## src/itoa_pkg.sv

```systemverilog
// Shared types, constants and helpers for the integer to ASCII formatter.
`default_nettype none

package itoa_pkg;

    // Conversion modes as they arrive on the input tuser
    typedef enum logic [1:0] {
        REQ_UDEC = 2'd0,
        REQ_HEX  = 2'd1,
        REQ_SDEC = 2'd2,
        REQ_NONE = 2'd3
    } req_type_t;

    // Digit storage sizing
    localparam int MAX_DIGITS = 10;
    localparam int CNT_W      = $clog2(MAX_DIGITS + 1);

    // Job queue sizing
    localparam int QDEPTH = 2;
    localparam int QPTR_W = $clog2(QDEPTH);
    localparam int QCNT_W = $clog2(QDEPTH + 1);

    // Characters
    localparam logic [7:0] CHAR_MINUS = 8'h2D;
    localparam logic [7:0] CHAR_ZERO  = 8'h30;
    localparam logic [7:0] CHAR_A     = 8'h61;

    // Reciprocal of ten: q = (x * RECIP10) >> RECIP_SHIFT is exact for 32-bit x
    localparam logic [31:0] RECIP10     = 32'hCCCC_CCCD;
    localparam int          RECIP_SHIFT = 35;
    localparam int          QUOT_W      = 64 - RECIP_SHIFT;

    typedef logic [MAX_DIGITS-1:0][3:0] digit_vec_t;

    // Classified item between front and converter
    typedef struct packed {
        logic [31:0] mag;
        logic        hex;
        logic        neg;
    } job_t;

    // Finished digit string from converter to emitter, most significant in slot 0
    typedef struct packed {
        digit_vec_t         digits;
        logic [CNT_W-1:0]   ndig;
        logic               neg;
    } conv_t;

    typedef enum logic [1:0] {
        CV_IDLE,
        CV_RUN,
        CV_DONE
    } conv_state_t;

    typedef enum logic [1:0] {
        EM_IDLE,
        EM_SIGN,
        EM_DIGITS
    } emit_state_t;

    // Map a digit value to its lower-case glyph
    function automatic logic [7:0] digit_glyph(input logic [3:0] d);
        logic [7:0] ch;
        if (d < 4'd10) begin
            ch = CHAR_ZERO + {4'd0, d};
        end
        else begin
            ch = CHAR_A + {4'd0, d} - 8'd10;
        end
        return ch;
    endfunction

endpackage

`default_nettype wire

```

## src/itoa_emit.sv

```systemverilog
// Character emitter: sign, then digits most significant first, through an output register.
`default_nettype none

module itoa_emit
    import itoa_pkg::*;
(
    input  wire logic       clk,
    input  wire logic       rst_n,
    input  wire logic       in_valid,
    input  wire conv_t      in_data,
    output logic            in_ready,
    output logic            m_axis_tvalid,
    input  wire logic       m_axis_tready,
    output logic [7:0]      m_axis_tdata,
    output logic            m_axis_tlast
);

    emit_state_t      state_reg, state_next;
    digit_vec_t       digits_reg, digits_next;
    logic [CNT_W-1:0] cnt_reg, cnt_next;
    logic             out_valid_reg, out_valid_next;
    logic [7:0]       out_char_reg, out_char_next;
    logic             out_last_reg, out_last_next;

    logic             out_free;
    logic             load;
    logic             emit_fire;
    logic             emit_digit;
    logic [7:0]       emit_char;
    logic             emit_last;
    logic             final_digit;

    assign out_free    = !out_valid_reg || m_axis_tready;
    assign final_digit = (cnt_reg == CNT_W'(1));
    assign load        = in_valid && in_ready;

    // Next state
    always_comb
    begin
        state_next = state_reg;
        unique case (state_reg)
            EM_IDLE:
            begin
                if (in_valid)
                begin
                    state_next = in_data.neg ? EM_SIGN : EM_DIGITS;
                end
            end
            EM_SIGN:
            begin
                if (out_free)
                begin
                    state_next = EM_DIGITS;
                end
            end
            EM_DIGITS:
            begin
                if (out_free && final_digit)
                begin
                    if (in_valid)
                    begin
                        state_next = in_data.neg ? EM_SIGN : EM_DIGITS;
                    end
                    else
                    begin
                        state_next = EM_IDLE;
                    end
                end
            end
            default:
            begin
                state_next = EM_IDLE;
            end
        endcase
    end

    // State outputs
    always_comb
    begin
        in_ready   = 1'b0;
        emit_fire  = 1'b0;
        emit_digit = 1'b0;
        emit_char  = CHAR_MINUS;
        emit_last  = 1'b0;
        unique case (state_reg)
            EM_IDLE:
            begin
                in_ready = 1'b1;
            end
            EM_SIGN:
            begin
                emit_fire = out_free;
            end
            EM_DIGITS:
            begin
                emit_fire  = out_free;
                emit_digit = out_free;
                emit_char  = digit_glyph(digits_reg[0]);
                emit_last  = final_digit;
                in_ready   = final_digit && out_free;
            end
            default:
            begin
                in_ready = 1'b0;
            end
        endcase
    end

    // Load a digit string, or shift the emitted digit out of slot 0
    always_comb
    begin
        digits_next = digits_reg;
        cnt_next    = cnt_reg;
        if (load)
        begin
            digits_next = in_data.digits;
            cnt_next    = in_data.ndig;
        end
        else if (emit_digit)
        begin
            for (int i = 0; i < MAX_DIGITS - 1; i++)
            begin
                digits_next[i] = digits_reg[i+1];
            end
            digits_next[MAX_DIGITS-1] = '0;
            cnt_next = cnt_reg - 1'b1;
        end
    end

    // Hold the output register until the transaction completes
    always_comb
    begin
        out_valid_next = out_valid_reg;
        out_char_next  = out_char_reg;
        out_last_next  = out_last_reg;
        priority if (emit_fire)
        begin
            out_valid_next = 1'b1;
            out_char_next  = emit_char;
            out_last_next  = emit_last;
        end
        else if (m_axis_tready)
        begin
            out_valid_next = 1'b0;
        end
        else
        begin
            out_valid_next = out_valid_reg;
        end
    end

    assign m_axis_tvalid = out_valid_reg;
    assign m_axis_tdata  = out_char_reg;
    assign m_axis_tlast  = out_last_reg;

    always_ff @(posedge clk or negedge rst_n)
    begin
        if (!rst_n)
        begin
            state_reg     <= EM_IDLE;
            out_valid_reg <= 1'b0;
        end
        else
        begin
            state_reg     <= state_next;
            out_valid_reg <= out_valid_next;
        end
    end

    always_ff @(posedge clk)
    begin
        digits_reg   <= digits_next;
        cnt_reg      <= cnt_next;
        out_char_reg <= out_char_next;
        out_last_reg <= out_last_next;
    end

endmodule

`default_nettype wire

```

## config.mk

```make
export PLATFORM = sky130hd
export DESIGN_NAME = itoa_emit
export DESIGN_NICKNAME = d
export VERILOG_FILES = /design/src/itoa_pkg.sv /design/src/itoa_emit.sv
export SDC_FILE = /design/constraint.sdc
export NUM_CORES = 1
export LEC_CHECK = 0
export BUFFER_PORTS_ARGS = -buffer_cell sky130_fd_sc_hd__buf_2
export CAP_MARGIN = 20
export CELL_PAD_IN_SITES_DETAIL_PLACEMENT = 1
export CELL_PAD_IN_SITES_GLOBAL_PLACEMENT = 2
export CORE_MARGIN = 4
export CORE_UTILIZATION = 38
export DETAILED_ROUTE_END_ITERATION = 16
export GPL_TIMING_DRIVEN = 0
export PLACE_DENSITY = 0.85
export RECOVER_POWER = 50
export SETUP_SLACK_MARGIN = 0.02
export SLEW_MARGIN = 25
export SYNTH_ARGS = -nofsm -noshare
export SYNTH_HDL_FRONTEND = slang
export SYNTH_SLANG_ARGS = --single-unit
```

## constraint.sdc

```tcl
create_clock -name clk -period 2.9 [get_ports clk]
set_input_delay 0.145 -clock clk [delete_from_list [all_inputs] [get_ports clk]]
set_output_delay 0.145 -clock clk [all_outputs]
set_load 0.01 [all_outputs]
```

==> summary.txt <==
STA
  • Tmin final: 2270 ps
  • Max-slew violation total from the final report: 0
  • RSZ-0062 raised after global routing: no
  • Final Skew: approximately 11 ps
  • Fmax: ~440 MHz
  • Hold WS: 131 ps
  • Setup TNS Final: 0 ps
  • Final worst slack: 634 ps
  • Relative slew margins: 51.2%
  • Worst-Margin Slew: 731 ps
  • Fin crit share: approximately four fifths
  • # setup viols final: 0
  • Final Hold Viols: 0

Floorplan
  • Die Wd: 92.4 um
  • Die span in y: ~92 um
  • Num rows: 30
  • I/O pins: 60
  • DIE AREA: 8540 um2
  • Core Footprint: ~7000 um2
  • Initial Utilization: 39.4%

Yosys
  • Unique cell type count in the Yosys netlist: 31
  • Register bit total from synthesis: between 50 and 60
  • Post-synthesis sequential area ratio: 60.5%
  • Xor/xnor share of the synthesized area: 0.971%
  • Leading area contributor after synthesis: edfxtp_1
  • Main combinational cell family by area after synthesis: multiplexers
  • Synth Area in Compound Gates: between 3 and 4%
  • Top-area cell type share of the netlist area: slightly below 60%
  • Synth Cell Area: 2710 um2
  • Syn nets: 215
  • Post-synthesis adder-cell area fraction: 3.24%
  • Simple-gate area share of the yosys netlist: under 10%
  • Synth Warn #: 0
  • Avg Inst Size Synth: 17.0 um2
  • Synth Instances: 159
  • Multiplexer share of the synthesized area: 22.8%
  • Top cells by area, synth: edfxtp_1 58%, mux2_4 22%, ha_1 3.2%, dfrtp_1 2.8%, buf_6 1.7%

GRT
  • Vias in the first global route: 1644
  • Gr ovfl total: 0
  • Grt met1 use: ~15%
  • Largest net degree at the start of global routing: 29
  • Most Crowded Layer GR: met2
  • First-pass GRT wire length: approximately 8000 um
  • Routing usage on met3: 3.98%
  • Initial antenna violation count: 0
  • Gr usage total: 12.1%
  • Global routing usage on met2: 20.7%

Setup path
  • CP max stage cell: dfrtp_1
  • Crit Path Class: flop to flop
  • Worst path depth: 7
  • Crit. End Element: flop
  • CP max FO: 10
  • Worst Path Buf+Inv: 3
  • R2R depth: 7
  • CP startpoint kind: flop
  • Required @ worst endpoint: between 2000 and 3000 ps
  • CP max stage delay: ~390 ps
  • CP delay by family, top: buffers and inverters
  • Flop-to-flop setup slack: 630 ps
  • Crit path arrival time: 2320 ps
  • CP Cell Sequence: inv_1, ha_1, clkbuf_1, and4bb_1, a31oi_4, buf_6, mux2_4

Cells and area
  • Ant diodes: 0
  • Utilization after layout: 46.7%
  • Final nets: between 200 and 300
  • Most common cell after layout, fill and taps aside: edfxtp_1
  • Cell Count, Final, Fillers Out: 323
  • Synthesis-to-finish area growth: 18.6%
  • Commonest non-fill, non-tap cells in the layout: 52 x edfxtp_1, 47 x buf_2, 39 x mux2_4
  • Share of layout cells above drive strength 1: 44.9%
  • Max FFs per register: 40
  • Layout Cell Area excl Fill: 3210 um2

Clocking
  • Clk slew on worst S/H paths: approximately 100 ps
  • Num CTS Buffers: 5
  • Worst skew pair latency: 300 ps
  • H-Tree Depth: 2
  • CTS Root Cell: clkbuf_8
  • CTS tree: done
  • Clk sinks: 55
  • Max Root-Sink Buffers: 2
  • Post-CTS Setup Bufs: 0

Routing
  • Per-cell routed wire length: 15.6 um
  • Final ANT Viol Nets: 0
  • DR iter-0 viols: 55
  • Vias/cell: 4.63
  • Vias: about 1500
  • DRC viols: 0
  • Final WL: 5050 um
  • TritonRoute pass-1 iters: 4

Pwr
  • Comb pwr share: just over 40%
  • Pwr Total: 3.50 mW
  • Sequential share of power: 47.6%
  • VDD IR max: ~0.00036 V
  • Clk pwr share: 11.8%
  • PD cells: 1090 nW/um2
  • Lkg Pwr: between 1 and 1.5 nW
  • Switching Fraction: between 30% and 40%
  • Pint: about 2.4 mW
  • Switching power: roughly 1.1 mW

Placement
  • IO Port Bufs: 58
  • Routability cong.: 0.790
  • Pre-CTS setup slack: 774 ps
  • # placed instances: 314
  • Placed Area: 3140 um2
  • Post-DP HPWL: around 3800 um

Worst hold path
  • Hold WC Path Type: input port to flop
  • Worst Hold Depth: 2

Run status
  • Status: complete, no violations

Flow run
  • Max_cap viols: 0
-- final cells by class --
| class | instances | area (um2) |
|---|---|---|
| Multi-Input combinational cell | 89 | 972 |
| Clock inverter | 2 | 12.5 |
| Buffer | 6 | 56.3 |
| Sequential cell | 55 | 1640 |
| Fill cell | 724 | 3660 |
| Clock buffer | 6 | 72.6 |
| Tap cell | 96 | 120 |
| Timing Repair Buffer | 60 | 307 |
| Inverter | 9 | 33.8 |
-- power by group through the flow --
stage	registers [mW]	logic [mW]	clock network (mW)
floorplan	1.66	1.09	0
global placement	1.67	1.38	0
detailed placement	1.68	1.48	0
CTS	1.67	1.49	0.425
global route	1.71	1.57	0.455
finish	1.66	1.42	0.411
-- metal layers --
metal	vias up	share of wire [%]
li1	719	-
met1	719	43
met2	54	50
met3	3	6.5
met4	0	0.42
met5	-	0
-- final timing paths --
kind	startpoint	end
max in group asynchronous	rst_n	state_reg[1]
setup / recovery	state_reg[0]	digits_reg[1]
hold / removal	in_data[31]	digits_reg[26]
hold reg to reg	digits_reg[11]	digits_reg[7]
min in group asynchronous	rst_n	m_axis_tvalid
setup reg to reg	state_reg[0]	digits_reg[1]
-- cells by family (layout without fill, tap and decap cells) --
logic type,Yosys count,count (layout)
and+or+nand+nor,22,22
adders and majority gates,7,7
AOI/OAI and AO/OA,13,13
buffers and inverters,15,83
xor gates and xnor gates,3,3
other,2,2
DFF,55,55
muxes,42,42
-- Yosys cell counts --
master	number
conb_1	2
a31oi_4	1
buf_6	4
xor2_1	2
a211oi_1	1
a21oi_1	3
xnor2_1	1
o211ai_1	1
nand2b_1	5
inv_1	9
nand3b_1	1
and2_1	2
mux2_4	39
o221a_2	1
nand2_1	4
edfxtp_1	52
o21bai_1	1
and3_1	4
a31oi_1	1
nor3_1	1
o21ai_0	2
a21o_1	2
mux2_2	1
ha_1	7
and4bb_4	1
or3b_2	1
dfrtp_1	3
buf_4	2
nor2_1	2
mux2i_1	2
nor3b_1	1
-- what timing repair did --
action | in CTS | in global routing
hold buffers | 1 | 0
resized for setup | 0 | 0
endpoints found under the hold margin | 3 | 0
No activity file was read; power rests on OpenSTA's default activity.
