### src/itoa_pkg.sv
// Shared types, constants and helpers for the integer to ASCII formatter.
`default_nettype none

package itoa_pkg;

    // Conversion modes as they arrive on the input tuser
    typedef enum logic [1:0] {
        REQ_UDEC = 2'd0,
        REQ_HEX  = 2'd1,
        REQ_SDEC = 2'd2,
        REQ_NONE = 2'd3
    } req_type_t;

    // Digit storage sizing
    localparam int MAX_DIGITS = 10;
    localparam int CNT_W      = $clog2(MAX_DIGITS + 1);

    // Job queue sizing
    localparam int QDEPTH = 2;
    localparam int QPTR_W = $clog2(QDEPTH);
    localparam int QCNT_W = $clog2(QDEPTH + 1);

    // Characters
    localparam logic [7:0] CHAR_MINUS = 8'h2D;
    localparam logic [7:0] CHAR_ZERO  = 8'h30;
    localparam logic [7:0] CHAR_A     = 8'h61;

    // Reciprocal of ten: q = (x * RECIP10) >> RECIP_SHIFT is exact for 32-bit x
    localparam logic [31:0] RECIP10     = 32'hCCCC_CCCD;
    localparam int          RECIP_SHIFT = 35;
    localparam int          QUOT_W      = 64 - RECIP_SHIFT;

    typedef logic [MAX_DIGITS-1:0][3:0] digit_vec_t;

    // Classified item between front and converter
    typedef struct packed {
        logic [31:0] mag;
        logic        hex;
        logic        neg;
    } job_t;

    // Finished digit string from converter to emitter, most significant in slot 0
    typedef struct packed {
        digit_vec_t         digits;
        logic [CNT_W-1:0]   ndig;
        logic               neg;
    } conv_t;

    typedef enum logic [1:0] {
        CV_IDLE,
        CV_RUN,
        CV_DONE
    } conv_state_t;

    typedef enum logic [1:0] {
        EM_IDLE,
        EM_SIGN,
        EM_DIGITS
    } emit_state_t;

    // Map a digit value to its lower-case glyph
    function automatic logic [7:0] digit_glyph(input logic [3:0] d);
        logic [7:0] ch;
        if (d < 4'd10) begin
            ch = CHAR_ZERO + {4'd0, d};
        end
        else begin
            ch = CHAR_A + {4'd0, d} - 8'd10;
        end
        return ch;
    endfunction

endpackage

`default_nettype wire

### src/itoa_fifo.sv
// Short job queue between the classifying front and the converter.
`default_nettype none

module itoa_fifo
    import itoa_pkg::*;
(
    input  wire logic  clk,
    input  wire logic  rst_n,
    input  wire logic  push,
    input  wire job_t  push_data,
    output logic       full,
    input  wire logic  pop,
    output logic       pop_valid,
    output job_t       pop_data
);

    job_t              mem_reg [QDEPTH];
    logic [QPTR_W-1:0] wr_ptr_reg, wr_ptr_next;
    logic [QPTR_W-1:0] rd_ptr_reg, rd_ptr_next;
    logic [QCNT_W-1:0] count_reg, count_next;
    logic              do_push, do_pop;

    // Qualify requests against occupancy
    assign full      = (count_reg == QCNT_W'(QDEPTH));
    assign pop_valid = (count_reg != '0);
    assign pop_data  = mem_reg[rd_ptr_reg];
    assign do_push   = push && !full;
    assign do_pop    = pop && pop_valid;

    // Advance pointers and occupancy
    always_comb
    begin
        wr_ptr_next = wr_ptr_reg;
        rd_ptr_next = rd_ptr_reg;
        count_next  = count_reg;
        if (do_push)
        begin
            wr_ptr_next = (wr_ptr_reg == QPTR_W'(QDEPTH - 1)) ? '0 : wr_ptr_reg + 1'b1;
        end
        if (do_pop)
        begin
            rd_ptr_next = (rd_ptr_reg == QPTR_W'(QDEPTH - 1)) ? '0 : rd_ptr_reg + 1'b1;
        end
        if (do_push && !do_pop)
        begin
            count_next = count_reg + 1'b1;
        end
        else if (do_pop && !do_push)
        begin
            count_next = count_reg - 1'b1;
        end
    end

    always_ff @(posedge clk or negedge rst_n)
    begin
        if (!rst_n)
        begin
            wr_ptr_reg <= '0;
            rd_ptr_reg <= '0;
            count_reg  <= '0;
        end
        else
        begin
            wr_ptr_reg <= wr_ptr_next;
            rd_ptr_reg <= rd_ptr_next;
            count_reg  <= count_next;
        end
    end

    // Store the entry
    always_ff @(posedge clk)
    begin
        if (do_push)
        begin
            mem_reg[wr_ptr_reg] <= push_data;
        end
    end

endmodule

`default_nettype wire

### config.mk
export PLATFORM = sky130hd
export DESIGN_NAME = itoa_fifo
export DESIGN_NICKNAME = d
export VERILOG_FILES = /design/src/itoa_pkg.sv /design/src/itoa_fifo.sv
export SDC_FILE = /design/constraint.sdc
export NUM_CORES = 1
export LEC_CHECK = 0
export BUFFER_PORTS_ARGS = -buffer_cell sky130_fd_sc_hd__buf_2
export CAP_MARGIN = 20
export CORE_ASPECT_RATIO = 0.7
export CORE_MARGIN = 2
export CORE_UTILIZATION = 54
export CTS_CLUSTER_DIAMETER = 120
export DETAILED_ROUTE_END_ITERATION = 8
export PLACE_DENSITY = 0.78
export RECOVER_POWER = 25
export REMOVE_ABC_BUFFERS = 1
export SLEW_MARGIN = 0
export SYNTH_ARGS = -nofsm -noshare
export SYNTH_HDL_FRONTEND = slang
export SYNTH_SLANG_ARGS = --single-unit
### constraint.sdc
create_clock -name clk -period 8.2 [get_ports clk]
set_clock_uncertainty 0.2 [all_clocks]
set_input_delay 0.41 -clock clk [delete_from_list [all_inputs] [get_ports clk]]
set_output_delay 0.41 -clock clk [all_outputs]
set_load 0.05 [all_outputs]
==> results of run 1 <==
==> routing by layer <==
metal | part of all wire (%) | wire (um) | up-vias | track usage, %
met5 | 0 | 0 | - | 0
met4 | 0.79 | 34 | 0 | 5.77
met3 | 9.9 | 427 | 5 | 8.84
met2 | 49 | 2130 | 66 | 27.9
met1 | 40 | 1720 | 640 | 17.2
li1 | - | - | 644 | -
==> stage by stage <==
stage               area, um^2  hold slack [ps]
CTS                       3420             38.4
finish                    3400             61.1
global placement          3200             13.7
detailed placement        3200             19.4
global route              3400             36.5
floorplan                 2730            -85.6
==> area by class of cell <==
type	instances	area, um^2	share of cell area (%)
clock inverters	7	86.3	2.54
multi-input cells	47	593	17.4
clock buffers	9	124	3.64
well taps	69	86.3	2.54
flip-flops and latches	72	2140	63.0
inverters	2	7.51	0.221
repair buffers	74	360	10.6
==> cell families after synthesis <==
kind of cell,after synthesis,share of synthesized area (%)
buf+inv,6,2.81
flops,72,76.4
simple gates,7,1.29
mux,34,17.5
xor+xnor,5,1.56
fa+ha+maj,1,0.446
==> path summary, 6_finish.rpt <==
kind | end | startpoint | slack (ps) | cells past startpoint
worst max register to register | mem_reg[0][7] | count_reg[0] | 6140 | 3
worst max-delay path | pop_data[19] | rd_ptr_reg | 5590 | 2
worst min register to register | count_reg[1] | count_reg[1] | 320 | 1
max in group asynchronous | rd_ptr_reg | rst_n | 7450 | 2
worst min-delay path | mem_reg[0][17] | push_data[17] | 60 | 1
min in group asynchronous | count_reg[0] | rst_n | 220 | 2
==> layout by cell type, fill, tap and decap left out, drive strengths merged <==
cell type    instances
and3                 1
nor2                 2
nand2b               1
mux2                34
xor2                 2
nand2                2
clkbuf              21
dlygate4sd3          1
clkinvlp             2
inv                  2
dfrtp                4
bufinv               2
or2                  1
edfxtp              68
buf                 61
xnor2                3
clkinv               3
ha                   1
==> power breakdown <==
group / internal [uW] / switching (uW)
clock network: 168 / 119
logic: 202 / 399
registers: 506 / 68.7
==> worst max-delay path, stage by stage, from the launching register on <==
cell and delay (ps):
dfrtp_2 1030, mux2_2 410, buf_2 210
==> metrics.cfg, run 1 <==
[run_status]
outcome = completed

[die]
io_pins = 74
die_w_um = 90.1
dieArea_mm2 = 0.00580
die_y_um = 64.3
fp.coreArea_mm2 = 0.00489
initial_core_util_pct = 57.4
rows = 21

[placed_design]
post-place-ws_ps = 5920
dp_cells = 263
gp_congestion = 0.619
dp_hpwl_um = 2880
port_buffers = 73

[yosys]
synth_top_area_share_pct = 72.8
syn_avg_cell_area_um2 = 22.4
synthDistinctLibCells = 16
yosysMostFrequentCell = edfxtp_1
synth_ff_type = edfxtp_1
async_flop_share_pct = 5.56
synth-edff-count = 68
ys_ff_latch = 72
netlist_area_mm2 = 0.00281
postSynthCellCount = 125
synth_common_cells = edfxtp_1, mux2_4, mux2_2
synthTopCellsByArea = edfxtp_1, mux2_4, dfrtp_1
yosys_warnings = 0
synth_top_area_cell = edfxtp_1
yosysSeqAreaShare_pct = 76.4

[global_route]
grt_pass1_wl_um = 6860
track_usage_pct = 16.3
antenna_found_initial = 0
grt_pass1_vias = 1487
grt-ovfl-total = 0
grt_max_degree = 36

[critical_path]
required_ps = 7590
cp_max_fo = 35
crit_arrival_ps = 2000
path_class = register to primary output
worstSetupStartpointType = register
end_kind = primary output

[clock_network]
cts_tree = yes
clock_latency_ps = 330
cts_made_buffers = 9
postCtsHoldBufs = 1
cts_root_buf = clkbuf_8
post_cts_buffers = 0
cts.sinks = 72
cts_resized = 0
clkTransAtPathRegs_ps = 70
clockBufferDepth = 2
htree_levels = 3

[flow_run]
max-cap-violations = 0

[pwr]
total_power_uw = 1460
max-vdd-ir-drop_v = 0.000280
cellPowerDensity_mw_per_mm2 = 430
p_leak_uw = 0.00135

[finish]
final_net_count = 245
final_cells = 280
area_growth_pct = 21.2
drive_gt1_share_pct = 53.1
fillCellCount = 339
antenna_cells = 0
largest_reg_flops = 68
fin_util_pct = 69.6

[detailed_routing]
finalWirelength_um = 4310
first_pass_iters = 6
viasPerCell = 4.84
drc = 0
antenna_left = 0
vias = 1355
drt-initial-drc-count = 70
post_drt_wl_per_cell_um = 15.4

[sta]
fmax_mhz = 383
setup_viol = 0
finalMaxSlewViolations = 0
finalCriticalPeriod_ps = 2610
hold_violations = 0
rsz0062_at_grt = false
worst_slew_pin_slew_ps = 1020
finalCritPeriodShare_pct = 31.9
fin_ws_ps = 5590
relSlewSlack_pct = 32.1
tns_ps = 0

[worst_hold_path]
hold_path.class = input port to register

No activity file was read; power rests on OpenSTA's default activity.
==> run 2: changes to the inputs <==
--- a/config.mk
+++ b/config.mk
@@ -9,10 +9,10 @@
 export CAP_MARGIN = 20
 export CORE_ASPECT_RATIO = 0.7
 export CORE_MARGIN = 2
-export CORE_UTILIZATION = 54
+export CORE_UTILIZATION = 47
 export CTS_CLUSTER_DIAMETER = 120
 export DETAILED_ROUTE_END_ITERATION = 8
-export PLACE_DENSITY = 0.78
+export PLACE_DENSITY = 0.72
 export RECOVER_POWER = 25
 export REMOVE_ABC_BUFFERS = 1
 export SLEW_MARGIN = 0
==> constraint.sdc (replaced) <==
create_clock -name clk -period 2.2 [get_ports clk]
set_clock_uncertainty 0.2 [all_clocks]
set_input_delay 0.11 -clock clk [delete_from_list [all_inputs] [get_ports clk]]
set_output_delay 0.11 -clock clk [all_outputs]
set_load 0.05 [all_outputs]
==> run 2 against run 1 <==
Effect of this change:
- final cell count rose by 17%
- hold slack improved by 240 ps
- sequential share of layout area fell by 7.3 points
- clock power grew to 3.8 times the previous value
- total power rose to 3.9 times the previous value
- cell area is 13% higher
- sequential power increased to 3.5 times the previous value
- setup slack got worse by 5400 ps
- critical path depth is 1 higher
- wire length increased by 11%
- die area grew 14%
- non-clock buffer count is 42 higher
- highest routed layer unchanged
==> metrics.cfg, run 2 (synthesis results as in run 1) <==
[critical_path]
slowest_delay_ps = 590  ; was 1030 ps
cp_slowest_cell = dfrtp_2  ; unchanged
end_kind = primary output  ; unchanged
crit_chain = buf_12 > mux2_2 > buf_2  ; was mux2_2 > buf_2
cp_max_fo = 15  ; was 35
worstSetupStartpointType = register  ; unchanged
crit_arrival_ps = 1690  ; was 2000 ps
path_class = register to primary output  ; unchanged
required_ps = 1890  ; was 7590 ps

[sta]
tns_ps = 0  ; unchanged
finalCritPeriodShare_pct = 91.0
worst_slew_pin_slew_ps = 354  ; was 1020 ps
rsz0062_at_grt = false  ; unchanged
relSlewSlack_pct = 76.4  ; was 32.1%
hold_violations = 0  ; unchanged
finalMaxSlewViolations = 0  ; unchanged
finalCriticalPeriod_ps = 2000
fmax_mhz = 500
setup_viol = 0  ; unchanged

[placed_design]
dpl_cell_area_mm2 = 0.00328  ; was 0.00320 mm^2
dp_hpwl_um = 3020  ; was 2880 um
gp_congestion = 0.790  ; was 0.619
dp_cells = 274  ; was 263
port_buffers = 73  ; unchanged

[worst_hold_path]
hold_path.class = input port to register  ; unchanged

[clock_network]
postCtsHoldBufs = 38  ; was 1
clkTransAtPathRegs_ps = 70  ; about the same
htree_levels = 3  ; unchanged
cts_resized = 0  ; unchanged
cts_made_buffers = 9  ; unchanged
cts_tree = yes  ; unchanged
post_cts_buffers = 0  ; unchanged
clock_latency_ps = 330  ; about the same
cts.sinks = 72  ; unchanged
clockBufferDepth = 2  ; unchanged
cts_root_buf = clkbuf_8  ; unchanged

[die]
fp.coreArea_mm2 = 0.00576  ; was 0.00489 mm^2
dieArea_mm2 = 0.00661  ; was 0.00580 mm^2
io_pins = 74  ; unchanged
die_w_um = 96.3  ; was 90.1 um
die_y_um = 68.6  ; was 64.3 um
rows = 23  ; was 21
initial_core_util_pct = 48.7  ; was 57.4%

[pwr]
combPwrFrac_pct = 44.8  ; was 41.1%
seqPwrFrac_pct = 35.9  ; was 39.3%
p_int_uw = 3390  ; was 876 uW
switchingPower_uw = 2250  ; was 587 uW
p_leak_uw = 0.00152  ; was 0.00135 uW
max-vdd-ir-drop_v = 0.000828  ; was 0.000280 V
p_sw_share_pct = 39.9  ; was 40.1%
cellPowerDensity_mw_per_mm2 = 1470  ; was 430 mW/mm^2
clkPwrFrac_pct = 19.3  ; was 19.6%

[detailed_routing]
post_drt_wl_per_cell_um = 14.6  ; was 15.4 um
finalWirelength_um = 4810  ; was 4310 um
drt-initial-drc-count = 57  ; was 70
vias = 1523  ; was 1,355
viasPerCell = 4.64  ; was 4.84
first_pass_iters = 4  ; was 6
antenna_left = 0  ; unchanged
drc = 0  ; unchanged

[finish]
largest_reg_flops = 68  ; unchanged
layout_commonest_cell = edfxtp_1  ; unchanged
final_cell_mix = edfxtp_1, buf_2, dlygate4sd3_1  ; was edfxtp_1, buf_2, mux2_4
antenna_cells = 0  ; unchanged
final_cell_area_mm2 = 0.00384  ; was 0.00340 mm^2
drive_gt1_share_pct = 43.5  ; was 53.1%
final_net_count = 287  ; was 245
final_cells = 328  ; was 280
area_growth_pct = 37.1  ; was 21.2%

[flow_run]
max-cap-violations = 0  ; unchanged

[global_route]
grt_pass1_vias = 1541  ; was 1,487
grt_max_degree = 34  ; was 36
grt_pass1_wl_um = 7110  ; was 6860 um
grt-ovfl-total = 0  ; unchanged
antenna_found_initial = 0  ; unchanged
track_usage_pct = 15.6  ; was 16.3%

[run_status]
outcome = completed  ; unchanged

-- run 2: cell types whose count changed in the layout (fill, tap and decap cells not counted), sizes merged --
cell / change
buf: -2
clkbuf: +8
clkinv: -1
dlygate4sd3: +37
-- run 2: final timing paths --
| check | from | endpoint | slack (ps) | cells after the start |
|---|---|---|---|---|
| worst max register to register | count_reg[0] | count_reg[1] | 460 | 6 |
| worst max-delay path | rd_ptr_reg | pop_data[18] | 200 | 3 |
| max in group asynchronous | rst_n | rd_ptr_reg | 1110 | 3 |
| min in group asynchronous | rst_n | count_reg[1] | 490 | 3 |
| worst min register to register | count_reg[1] | count_reg[1] | 310 | 1 |
| worst min-delay path | push_data[22] | mem_reg[0][22] | 300 | 2 |
-- run 2: power by group through the flow --
stage	logic, uW	registers [uW]	clock network [uW]
floorplan	1880	2110	0
global placement	2480	2050	0
detailed placement	2490	2060	0
CTS	2550	2030	1130
global route	2660	2060	1180
finish	2530	2030	1090
-- run 2: final cells by class --
cell class	instances	area, um^2
sequential	72	2140
fill	428	1910
timing repair buffer	116	796
multi-input combinational	47	593
clock buffer	10	128
tap	75	93.8
clock inverter	6	83.8
inverter	2	7.51
-- run 2: critical path: cells and delay by family (launching register included) --
| kind | cells | cell delay (ps) |
|---|---|---|
| flops | 1 | 590 |
| mux | 1 | 340 |
| buf+inv | 2 | 430 |
-- run 2: per-stage QoR --
stage	power (uW)	setup slack [ps]	hold slack, ps	utilization (%)
final	5650	199	300	66.8
after global routing	5900	112	288	66.8
after CTS	5710	166	265	67.2
after detailed placement	4550	474	-274	57.0
after global placement	4530	502	-277	57.0
after floorplan	3990	-485	-386	-
-- run 2: layer usage --
layer | up-vias | GRT usage, % | share of wire [%] | wire length, um
li1 | 729 | - | - | -
met4 | 0 | 6.87 | 0.58 | 28
met3 | 4 | 7.07 | 8.0 | 385
met5 | - | 0 | 0 | 0
met2 | 68 | 25.6 | 48 | 2290
met1 | 722 | 18.0 | 44 | 2100
