==> src/itoa_pkg.sv <==
// Shared types, constants and helpers for the integer to ASCII formatter.
`default_nettype none

package itoa_pkg;

    // Conversion modes as they arrive on the input tuser
    typedef enum logic [1:0] {
        REQ_UDEC = 2'd0,
        REQ_HEX  = 2'd1,
        REQ_SDEC = 2'd2,
        REQ_NONE = 2'd3
    } req_type_t;

    // Digit storage sizing
    localparam int MAX_DIGITS = 10;
    localparam int CNT_W      = $clog2(MAX_DIGITS + 1);

    // Job queue sizing
    localparam int QDEPTH = 2;
    localparam int QPTR_W = $clog2(QDEPTH);
    localparam int QCNT_W = $clog2(QDEPTH + 1);

    // Characters
    localparam logic [7:0] CHAR_MINUS = 8'h2D;
    localparam logic [7:0] CHAR_ZERO  = 8'h30;
    localparam logic [7:0] CHAR_A     = 8'h61;

    // Reciprocal of ten: q = (x * RECIP10) >> RECIP_SHIFT is exact for 32-bit x
    localparam logic [31:0] RECIP10     = 32'hCCCC_CCCD;
    localparam int          RECIP_SHIFT = 35;
    localparam int          QUOT_W      = 64 - RECIP_SHIFT;

    typedef logic [MAX_DIGITS-1:0][3:0] digit_vec_t;

    // Classified item between front and converter
    typedef struct packed {
        logic [31:0] mag;
        logic        hex;
        logic        neg;
    } job_t;

    // Finished digit string from converter to emitter, most significant in slot 0
    typedef struct packed {
        digit_vec_t         digits;
        logic [CNT_W-1:0]   ndig;
        logic               neg;
    } conv_t;

    typedef enum logic [1:0] {
        CV_IDLE,
        CV_RUN,
        CV_DONE
    } conv_state_t;

    typedef enum logic [1:0] {
        EM_IDLE,
        EM_SIGN,
        EM_DIGITS
    } emit_state_t;

    // Map a digit value to its lower-case glyph
    function automatic logic [7:0] digit_glyph(input logic [3:0] d);
        logic [7:0] ch;
        if (d < 4'd10) begin
            ch = CHAR_ZERO + {4'd0, d};
        end
        else begin
            ch = CHAR_A + {4'd0, d} - 8'd10;
        end
        return ch;
    endfunction

endpackage

`default_nettype wire

==> src/itoa_front.sv <==
// Input side: accepts values, decodes the mode, and queues the magnitude.
`default_nettype none

module itoa_front
    import itoa_pkg::*;
(
    input  wire logic        s_axis_tvalid,
    output logic             s_axis_tready,
    input  wire logic [31:0] s_axis_tdata,
    input  wire logic [1:0]  s_axis_tuser,
    output logic             push,
    output job_t             push_data,
    input  wire logic        full
);

    req_type_t req;
    logic      neg;

    // Take a transaction whenever the queue has room
    assign s_axis_tready = !full;
    assign req           = req_type_t'(s_axis_tuser);

    // Classify: drop the unused mode, split off the sign in signed mode
    always_comb
    begin
        neg            = (req == REQ_SDEC) && s_axis_tdata[31];
        push           = s_axis_tvalid && !full && (req != REQ_NONE);
        push_data.hex  = (req == REQ_HEX);
        push_data.neg  = neg;
        push_data.mag  = neg ? (~s_axis_tdata + 32'd1) : s_axis_tdata;
    end

endmodule

`default_nettype wire

==> config.mk <==
export PLATFORM = sky130hd
export DESIGN_NAME = itoa_front
export DESIGN_NICKNAME = d
export VERILOG_FILES = /design/src/itoa_pkg.sv /design/src/itoa_front.sv
export SDC_FILE = /design/constraint.sdc
export NUM_CORES = 1
export LEC_CHECK = 0
export ABC_AREA = 0
export BUFFER_PORTS_ARGS = -buffer_cell sky130_fd_sc_hd__buf_4
export CORE_MARGIN = 2
export CORE_UTILIZATION = 43
export DETAILED_ROUTE_END_ITERATION = 10
export PLACE_DENSITY = 0.92
export SLEW_MARGIN = 30
export SYNTH_ARGS = -nofsm -noshare
export SYNTH_HDL_FRONTEND = slang
export SYNTH_SLANG_ARGS = --single-unit
==> constraint.sdc <==
create_clock -name vclk -period 2.2
set_input_delay 0.11 -clock vclk [all_inputs]
set_output_delay 0.11 -clock vclk [all_outputs]
set_load 0.02 [all_outputs]
==> results of run 1 <==
[routing by layer]
layer	vias up	global-route usage	wire [um]
li1	527	-	-
met1	494	0.2895	979
met2	52	0.4973	1511
met3	2	0.01509	158
met4	0	0.02703	14
met5	-	0	0
[cell type report]
cell class         instances  share of cell area
repair buffers            74              0.4025
inverters                  5             0.01360
multi-input cells         96              0.5612
well taps                 25             0.02267
[stage by stage]
step | power (mW) | util | setup WS, ns
2_1_floorplan | 0.1589 | - | 0.6356
3_3_place_gp | 0.3269 | 0.7823 | 0.3962
3_5_place_dp | 0.3344 | 0.7823 | 0.3353
4_1_cts | 0.3355 | 0.7823 | 0.3313
5_1_grt | 0.3564 | 0.7823 | 0.1564
6_report | 0.3334 | 0.7823 | 0.3007
[cell usage in the layout, fill, tap and decap left out, types with 2 or more instances in the layout]
cell	count
xnor2_1	19
o31ai_1	6
o41ai_1	4
a31oi_1	4
nor2_1	11
a21oi_1	3
nor3_1	2
o21ai_0	6
nand4_4	2
xor2_1	10
buf_4	74
nand2_1	6
inv_1	5
nand2b_1	2
nor4_4	2
[kinds of logic after synthesis]
logic type / count (synthesis) / share of synthesized area
compound gates: 26 / 0.2290
xor+xnor: 29 / 0.3099
simple gates: 40 / 0.3909
fa+ha+maj: 1 / 0.01526
buf+inv: 10 / 0.05496
[how the worst max path moves through the flow]
stage	end
floorplan	push_data[33]
global placement	push_data[28]
detailed placement	push_data[28]
CTS	push_data[28]
global route	push_data[28]
finish	push_data[24]
[where the power goes]
group          internal, mW  total, mW  switching, mW
Combinational         0.156      0.333          0.177
Clock                     0          0              0
Sequential                0          0              0
==> impl_metrics.py, run 1 <==
metrics = {
    "critical_path": {
        "cp_data_required_time_ns": 2.09,
        "critPathTopFamily": "simple AND/OR/NAND/NOR gates",
        "cp-startpoint": "s_axis_tdata[1]",
        "crit_type": "primary input to primary output",
        "worst-path-stages": 8,
        "critPathMostFrequentCell": "buf_4",
        "cp.buffers_inverters": 3,
        "cp_cell_sequence": "buf_4 > inv_1 > ha_1 > nor3b_4 > nand4_4 > o31ai_1 > xnor2_1 > buf_4",
        "cp_max_fo": 10,
        "crit_path_top_delay_cell": "o31ai_1",
        "cp-start-kind": "primary input",
        "crit_path_end_kind": "primary output",
        "critical-path-max-stage-delay_ns": 0.45,
        "crit_arrival_ns": 1.79,
    },
    "synthesis": {
        "ys_warn_count": 0,
        "synth.distinct_cells": 35,
        "synth_top_area_share": 0.2031,
        "synth_commonest_cells": "xnor2_1 (19), nor2_1 (11), xor2_1 (10)",
        "syn_inst": 106,
        "yosysMostFrequentCell": "xnor2_1",
        "syn-cell-area_um2": 819.5,
        "syn_area_per_cell_um2": 7.731,
        "seq_area_frac_synth": 0,
        "synth_area_leaders": "xnor2_1 (20%), xor2_1 (11%), o31ai_1 (5.5%), nand4_4 (5.2%), nor4_4 (5.2%)",
        "synth_top_area_cell": "xnor2_1",
        "synthesis.nets": 143,
    },
    "status": {
        "status": "complete, no violations",
    },
    "floorplan": {
        "start_util": 0.4645,
        "chipWidth_um": 47.66,
        "core.rowCount": 15,
        "io_pins": 72,
        "core_area_um2": 1764,
        "dieArea_um2": 2271,
        "fp.dieH_um": 47.66,
    },
    "clock_tree": {
        "hold_buffers": 0,
        "cts_resized": 0,
        "post-cts-setup-buffers": 0,
    },
    "layout": {
        "seqCellArea_um2": 0,
        "multiInputGateArea_um2": 774.5,
        "num_antenna_cells": 0,
        "drive_gt1_frac": 0.5029,
        "area_growth_pct": 68.40,
        "seq_cell_count": 0,
        "design_area_um2": 1380,
        "nets": 214,
        "final_cells": 200,
        "fill_cells": 140,
        "clkbuf_count": 0,
    },
    "placed_design": {
        "dp_cells": 200,
        "placed_cell_area_um2": 1380,
        "port_buffers": 72,
        "dp_hpwl_um": 2286,
        "gp_congestion": 0.7536,
    },
    "global_route": {
        "grtUsageTotal": 0.2468,
        "antenna_found_initial": 0,
        "grt_pass1_vias": 1018,
        "grt_overflow": 0,
        "grt_max_degree": 14,
        "grt_pass1_wl_um": 4209,
    },
    "pwr": {
        "p_per_area_nw_per_um2": 241.6,
        "ir_worst_vdd_mv": 0.1686,
        "p_leak_nw": 0.6352,
    },
    "routing": {
        "drt-initial-drc-count": 16,
        "drc_errors": 0,
        "ant_nets": 0,
        "dr.pass1.iters": 4,
        "routed_wl_um": 2664,
        "via_count": 1075,
        "viasPerCell": 5.375,
        "routedWlPerCell_um": 13.32,
    },
    "sta": {
        "fmax_mhz": 526.5,
        "whs_ns": 0.4760,
        "grt_setup_unrepaired": "false",
        "setup_viol": 0,
        "setup-tns-final_ns": 0,
        "slew_headroom": 0.7394,
        "fin_crit_sh": 0.8633,
        "period_needed_ns": 1.899,
        "worst_slew_pin_slew_ns": 0.3859,
        "hold_viol": 0,
        "slew_violations": 0,
    },
    "worst_hold_path": {
        "hold_class": "primary input to primary output",
        "hold_start": "s_axis_tdata[0]",
        "worstHoldPathCells": 2,
        "min_to": "push_data[2]",
    },
    "run": {
        "drv_cap": 0,
    },
}
No activity file was read; power rests on OpenSTA's default activity.
==> inputs of run 2 (changes only) <==
--- a/config.mk
+++ b/config.mk
@@ -11,6 +11,7 @@
 export CORE_UTILIZATION = 43
 export DETAILED_ROUTE_END_ITERATION = 10
 export PLACE_DENSITY = 0.92
+export REMOVE_ABC_BUFFERS = 1
 export SLEW_MARGIN = 30
 export SYNTH_ARGS = -nofsm -noshare
 export SYNTH_HDL_FRONTEND = slang
==> impl_metrics.py, run 2 (synthesized netlist as in run 1, its figures left out) <==
metrics = {
    "pwr": {
        "p_leak_nw": 0.6299,
        "ir_worst_vdd_mv": 0.1529,
        "switchingPower_mw": 0.1804,
        "p_int_mw": 0.1552,
        "p_per_area_nw_per_um2": 244.5,
        "p_seq_frac": 0,
        "p_comb_frac": 1.000,
        "switching_share": 0.5376,
        "clock_power_share": 0,
    },
    "floorplan": {
        "core.rowCount": 15,
        "start_util": 0.4645,
        "dieArea_um2": 2271,
        "chipWidth_um": 47.66,
        "fp.dieH_um": 47.66,
        "core_area_um2": 1764,
        "io_pins": 72,
    },
    "sta": {
        "fin_crit_sh": 0.8452,
        "worst_slew_pin_slew_ns": 0.6266,
        "period_needed_ns": 1.859,
        "grt_setup_unrepaired": "false",
        "slew_violations": 0,
        "fmax_mhz": 537.8,
        "slew_headroom": 0.5818,
        "hold_viol": 0,
        "setup_viol": 0,
        "setup-tns-final_ns": 0,
    },
    "global_route": {
        "grt_max_degree": 23,
        "grt_pass1_wl_um": 4195,
        "grt_pass1_vias": 1006,
        "grtUsageTotal": 0.2498,
        "grt_overflow": 0,
        "antenna_found_initial": 0,
    },
    "placed_design": {
        "port_buffers": 72,
        "gp_congestion": 0.7359,
        "dp_hpwl_um": 2421,
    },
    "routing": {
        "via_count": 1076,
        "dr.pass1.iters": 4,
        "drc_errors": 0,
        "viasPerCell": 5.407,
        "routed_wl_um": 2781,
        "drt-initial-drc-count": 13,
        "ant_nets": 0,
        "routedWlPerCell_um": 13.97,
    },
    "worst_hold_path": {
        "hold_class": "primary input to primary output",
        "hold_start": "s_axis_tdata[0]",
    },
    "critical_path": {
        "cp_data_required_time_ns": 2.09,
        "cp_max_fo": 10,
        "cp-startpoint": "s_axis_tdata[1]",
        "crit_arrival_ns": 1.75,
        "crit_type": "primary input to primary output",
        "crit_path_end_kind": "primary output",
        "cp-start-kind": "primary input",
    },
    "status": {
        "status": "complete, no violations",
    },
    "layout": {
        "area_growth_pct": 67.48,
        "layout_common_cells": "buf_4 (73), xnor2_1 (19), nor2_1 (11)",
        "clkbuf_count": 0,
        "final_util": 0.7780,
        "seqCellArea_um2": 0,
        "nets": 213,
        "final_common_cell": "buf_4",
        "fill_cells": 146,
        "num_antenna_cells": 0,
        "seq_cell_count": 0,
        "drive_gt1_frac": 0.5000,
    },
    "clock_tree": {
        "post-cts-setup-buffers": 0,
        "hold_buffers": 0,
        "cts_resized": 0,
    },
    "run": {
        "drv_cap": 0,
    },
}
-- run 2: cell types whose count changed in the layout (fill, tap and decap cells not counted) --
cell | before | now
buf_4 | 74 | 73
-- run 2: power by group through the flow --
stage	clock network, mW	registers (mW)	logic (mW)
final	0	0	0.336
after floorplan	0	0	0.154
after global routing	0	0	0.358
after CTS	0	0	0.337
after global placement	0	0	0.326
after detailed placement	0	0	0.336
-- run 2: final cells by class --
type | instances | area [um^2] | share of cell area
inverter | 5 | 18.77 | 0.01367
timing repair buffer | 73 | 548.0 | 0.3993
tap | 25 | 31.28 | 0.02279
multi-input combinational | 96 | 774.5 | 0.5643
-- run 2: worst max-delay path, cell delays in order --
cell and delay (ns):
buf_4 0.13, inv_1 0.06, ha_1 0.15, nor3b_4 0.31
nand4_4 0.23, o41ai_1 0.43, xnor2_1 0.16, buf_4 0.16
-- run 2: metal layers --
| metal | vias up | part of all wire | global-route usage |
|---|---|---|---|
| met5 | - | 0 | 0 |
| met4 | 0 | 0.0093 | 0.05405 |
| met1 | 497 | 0.38 | 0.2940 |
| met3 | 2 | 0.069 | 0.01509 |
| li1 | 526 | - | - |
| met2 | 51 | 0.55 | 0.4892 |
-- run 2: worst paths after layout --
kind,to,cells after the start
setup / recovery,push_data[28],8
hold / removal,push_data[2],2
-- run 2: stage by stage --
step | total power, mW | setup WS (ns) | hold slack, ns | std cells | area [um^2]
2_1_floorplan | 0.1541 | 0.5389 | 0.2200 | 101 | 793.3
3_3_place_gp | 0.3262 | 0.4087 | 0.4669 | 199 | 1373
3_5_place_dp | 0.3356 | 0.3493 | 0.4713 | 199 | 1373
4_1_cts | 0.3365 | 0.3580 | 0.4725 | 199 | 1373
5_1_grt | 0.3579 | 0.1146 | 0.4834 | 199 | 1373
6_report | 0.3356 | 0.3407 | 0.4718 | 199 | 1373
==> inputs of run 3 (changes only) <==
--- a/config.mk
+++ b/config.mk
@@ -8,9 +8,9 @@
 export ABC_AREA = 0
 export BUFFER_PORTS_ARGS = -buffer_cell sky130_fd_sc_hd__buf_4
 export CORE_MARGIN = 2
-export CORE_UTILIZATION = 43
+export CORE_UTILIZATION = 40
 export DETAILED_ROUTE_END_ITERATION = 10
-export PLACE_DENSITY = 0.92
+export PLACE_DENSITY = 0.86
 export REMOVE_ABC_BUFFERS = 1
 export SLEW_MARGIN = 30
 export SYNTH_ARGS = -nofsm -noshare
==> constraint.sdc (replaced) <==
create_clock -name vclk -period 1.9
set_input_delay 0.095 -clock vclk [all_inputs]
set_output_delay 0.095 -clock vclk [all_outputs]
set_load 0.02 [all_outputs]
==> impl_metrics.py, run 3 (synthesized netlist as in run 1, its figures left out) <==
metrics = {
    "worst_hold_path": {
        "worstHoldPathCells": 2,
        "hold_start": "s_axis_tdata[0]",
        "min_to": "push_data[2]",
        "hold_class": "primary input to primary output",
    },
    "floorplan": {
        "core_area_um2": 1942,
        "io_pins": 72,
        "start_util": 0.4220,
        "fp.dieH_um": 49.27,
        "chipWidth_um": 49.27,
        "core.rowCount": 16,
        "dieArea_um2": 2427,
    },
    "critical_path": {
        "crit_arrival_ns": 1.68,
        "crit_type": "primary input to primary output",
        "cp_max_fo": 10,
        "crit_path_end_kind": "primary output",
        "crit_path_top_delay_cell": "o41ai_4",
        "cp.buffers_inverters": 3,
        "critPathTopFamily": "simple AND/OR/NAND/NOR gates",
        "cp_cell_sequence": "buf_4 > inv_1 > ha_1 > nor3b_4 > nand4_4 > o41ai_4 > xnor2_1 > buf_4",
        "cp-start-kind": "primary input",
        "cp_data_required_time_ns": 1.80,
        "critical-path-max-stage-delay_ns": 0.36,
        "critPathMostFrequentCell": "buf_4",
    },
    "placed_design": {
        "dp_hpwl_um": 2305,
        "gp_congestion": 0.8067,
        "placed_cell_area_um2": 1390,
        "port_buffers": 72,
        "place_ws_ns": 0.06917,
    },
    "layout": {
        "seq_cell_count": 0,
        "num_antenna_cells": 0,
        "final_common_cell": "buf_4",
        "seqCellArea_um2": 0,
        "layout_common_cells": "buf_4 (75), xnor2_1 (19), nor2_1 (11)",
        "multiInputGateArea_um2": 804.5,
        "final_util": 0.7313,
        "fill_cells": 155,
        "design_area_um2": 1420,
        "clkbuf_count": 0,
        "area_growth_pct": 73.28,
        "nets": 215,
        "drive_gt1_frac": 0.5114,
    },
    "sta": {
        "setup_viol": 0,
        "fin_ws_ns": 0.1200,
        "slew_violations": 0,
        "setup-tns-final_ns": 0,
        "slew_headroom": 0.7300,
        "period_needed_ns": 1.780,
        "hold_viol": 0,
        "worst_slew_pin_slew_ns": 0.4027,
        "fmax_mhz": 561.8,
        "fin_crit_sh": 0.9368,
        "grt_setup_unrepaired": "false",
    },
    "routing": {
        "ant_nets": 0,
        "drc_errors": 0,
        "drt-initial-drc-count": 14,
        "routedWlPerCell_um": 12.93,
        "routed_wl_um": 2624,
        "viasPerCell": 5.335,
        "via_count": 1083,
        "dr.pass1.iters": 4,
    },
    "status": {
        "status": "complete, no violations",
    },
    "global_route": {
        "grt_pass1_wl_um": 4298,
        "grt_overflow": 0,
        "antenna_found_initial": 0,
        "grt_pass1_vias": 1025,
        "grt_max_degree": 11,
        "grtUsageTotal": 0.2143,
    },
    "pwr": {
        "finalPower_mw": 0.3915,
        "p_leak_nw": 0.6467,
        "ir_worst_vdd_mv": 0.2266,
        "p_per_area_nw_per_um2": 275.7,
    },
    "run": {
        "drv_cap": 0,
    },
    "clock_tree": {
        "hold_buffers": 0,
        "post-cts-setup-buffers": 0,
        "cts_resized": 0,
    },
}
run 3: cell types whose count changed in the layout (fill, tap and decap cells not counted):
cell	delta
o41ai_4	+2
buf_4	+2
o41ai_2	-1
o41ai_1	-1
run 3: cell type report:
type,count,share of cell area
well taps,27,0.02379
repair buffers,75,0.3965
inverters,5,0.01322
multi-input cells,96,0.5665
run 3: routing by layer:
layer	routed length (um)	GRT usage	vias to the layer above	part of all wire
met5	0	0	-	0
met4	43	0.03333	0	0.016
met3	147	0.02147	4	0.056
met2	1447	0.4369	48	0.55
met1	987	0.2344	497	0.38
li1	-	-	534	-
run 3: worst max-delay path by stage:
stage | to | start | slack, ns | depth (start not counted)
after floorplan | push_data[10] | s_axis_tuser[0] | 0.27 | 4
after global placement | push_data[28] | s_axis_tdata[1] | 0.13 | 8
after detailed placement | push_data[28] | s_axis_tdata[1] | 0.07 | 8
after CTS | push_data[28] | s_axis_tdata[1] | 0.07 | 8
after global routing | push_data[28] | s_axis_tdata[1] | 0.0006 | 8
final | push_data[22] | s_axis_tdata[1] | 0.12 | 8
run 3: where the power goes:
group	switching (mW)	internal [mW]	leakage [nW]
clock network	0	0	0
logic	0.208	0.183	0.647
registers	0	0	0
run 3: stage by stage:
stage / cells / hold WS (ns)
floorplan: 101 / 0.1900
global placement: 203 / 0.4360
detailed placement: 203 / 0.4395
CTS: 203 / 0.4395
global route: 203 / 0.4481
finish: 203 / 0.4386
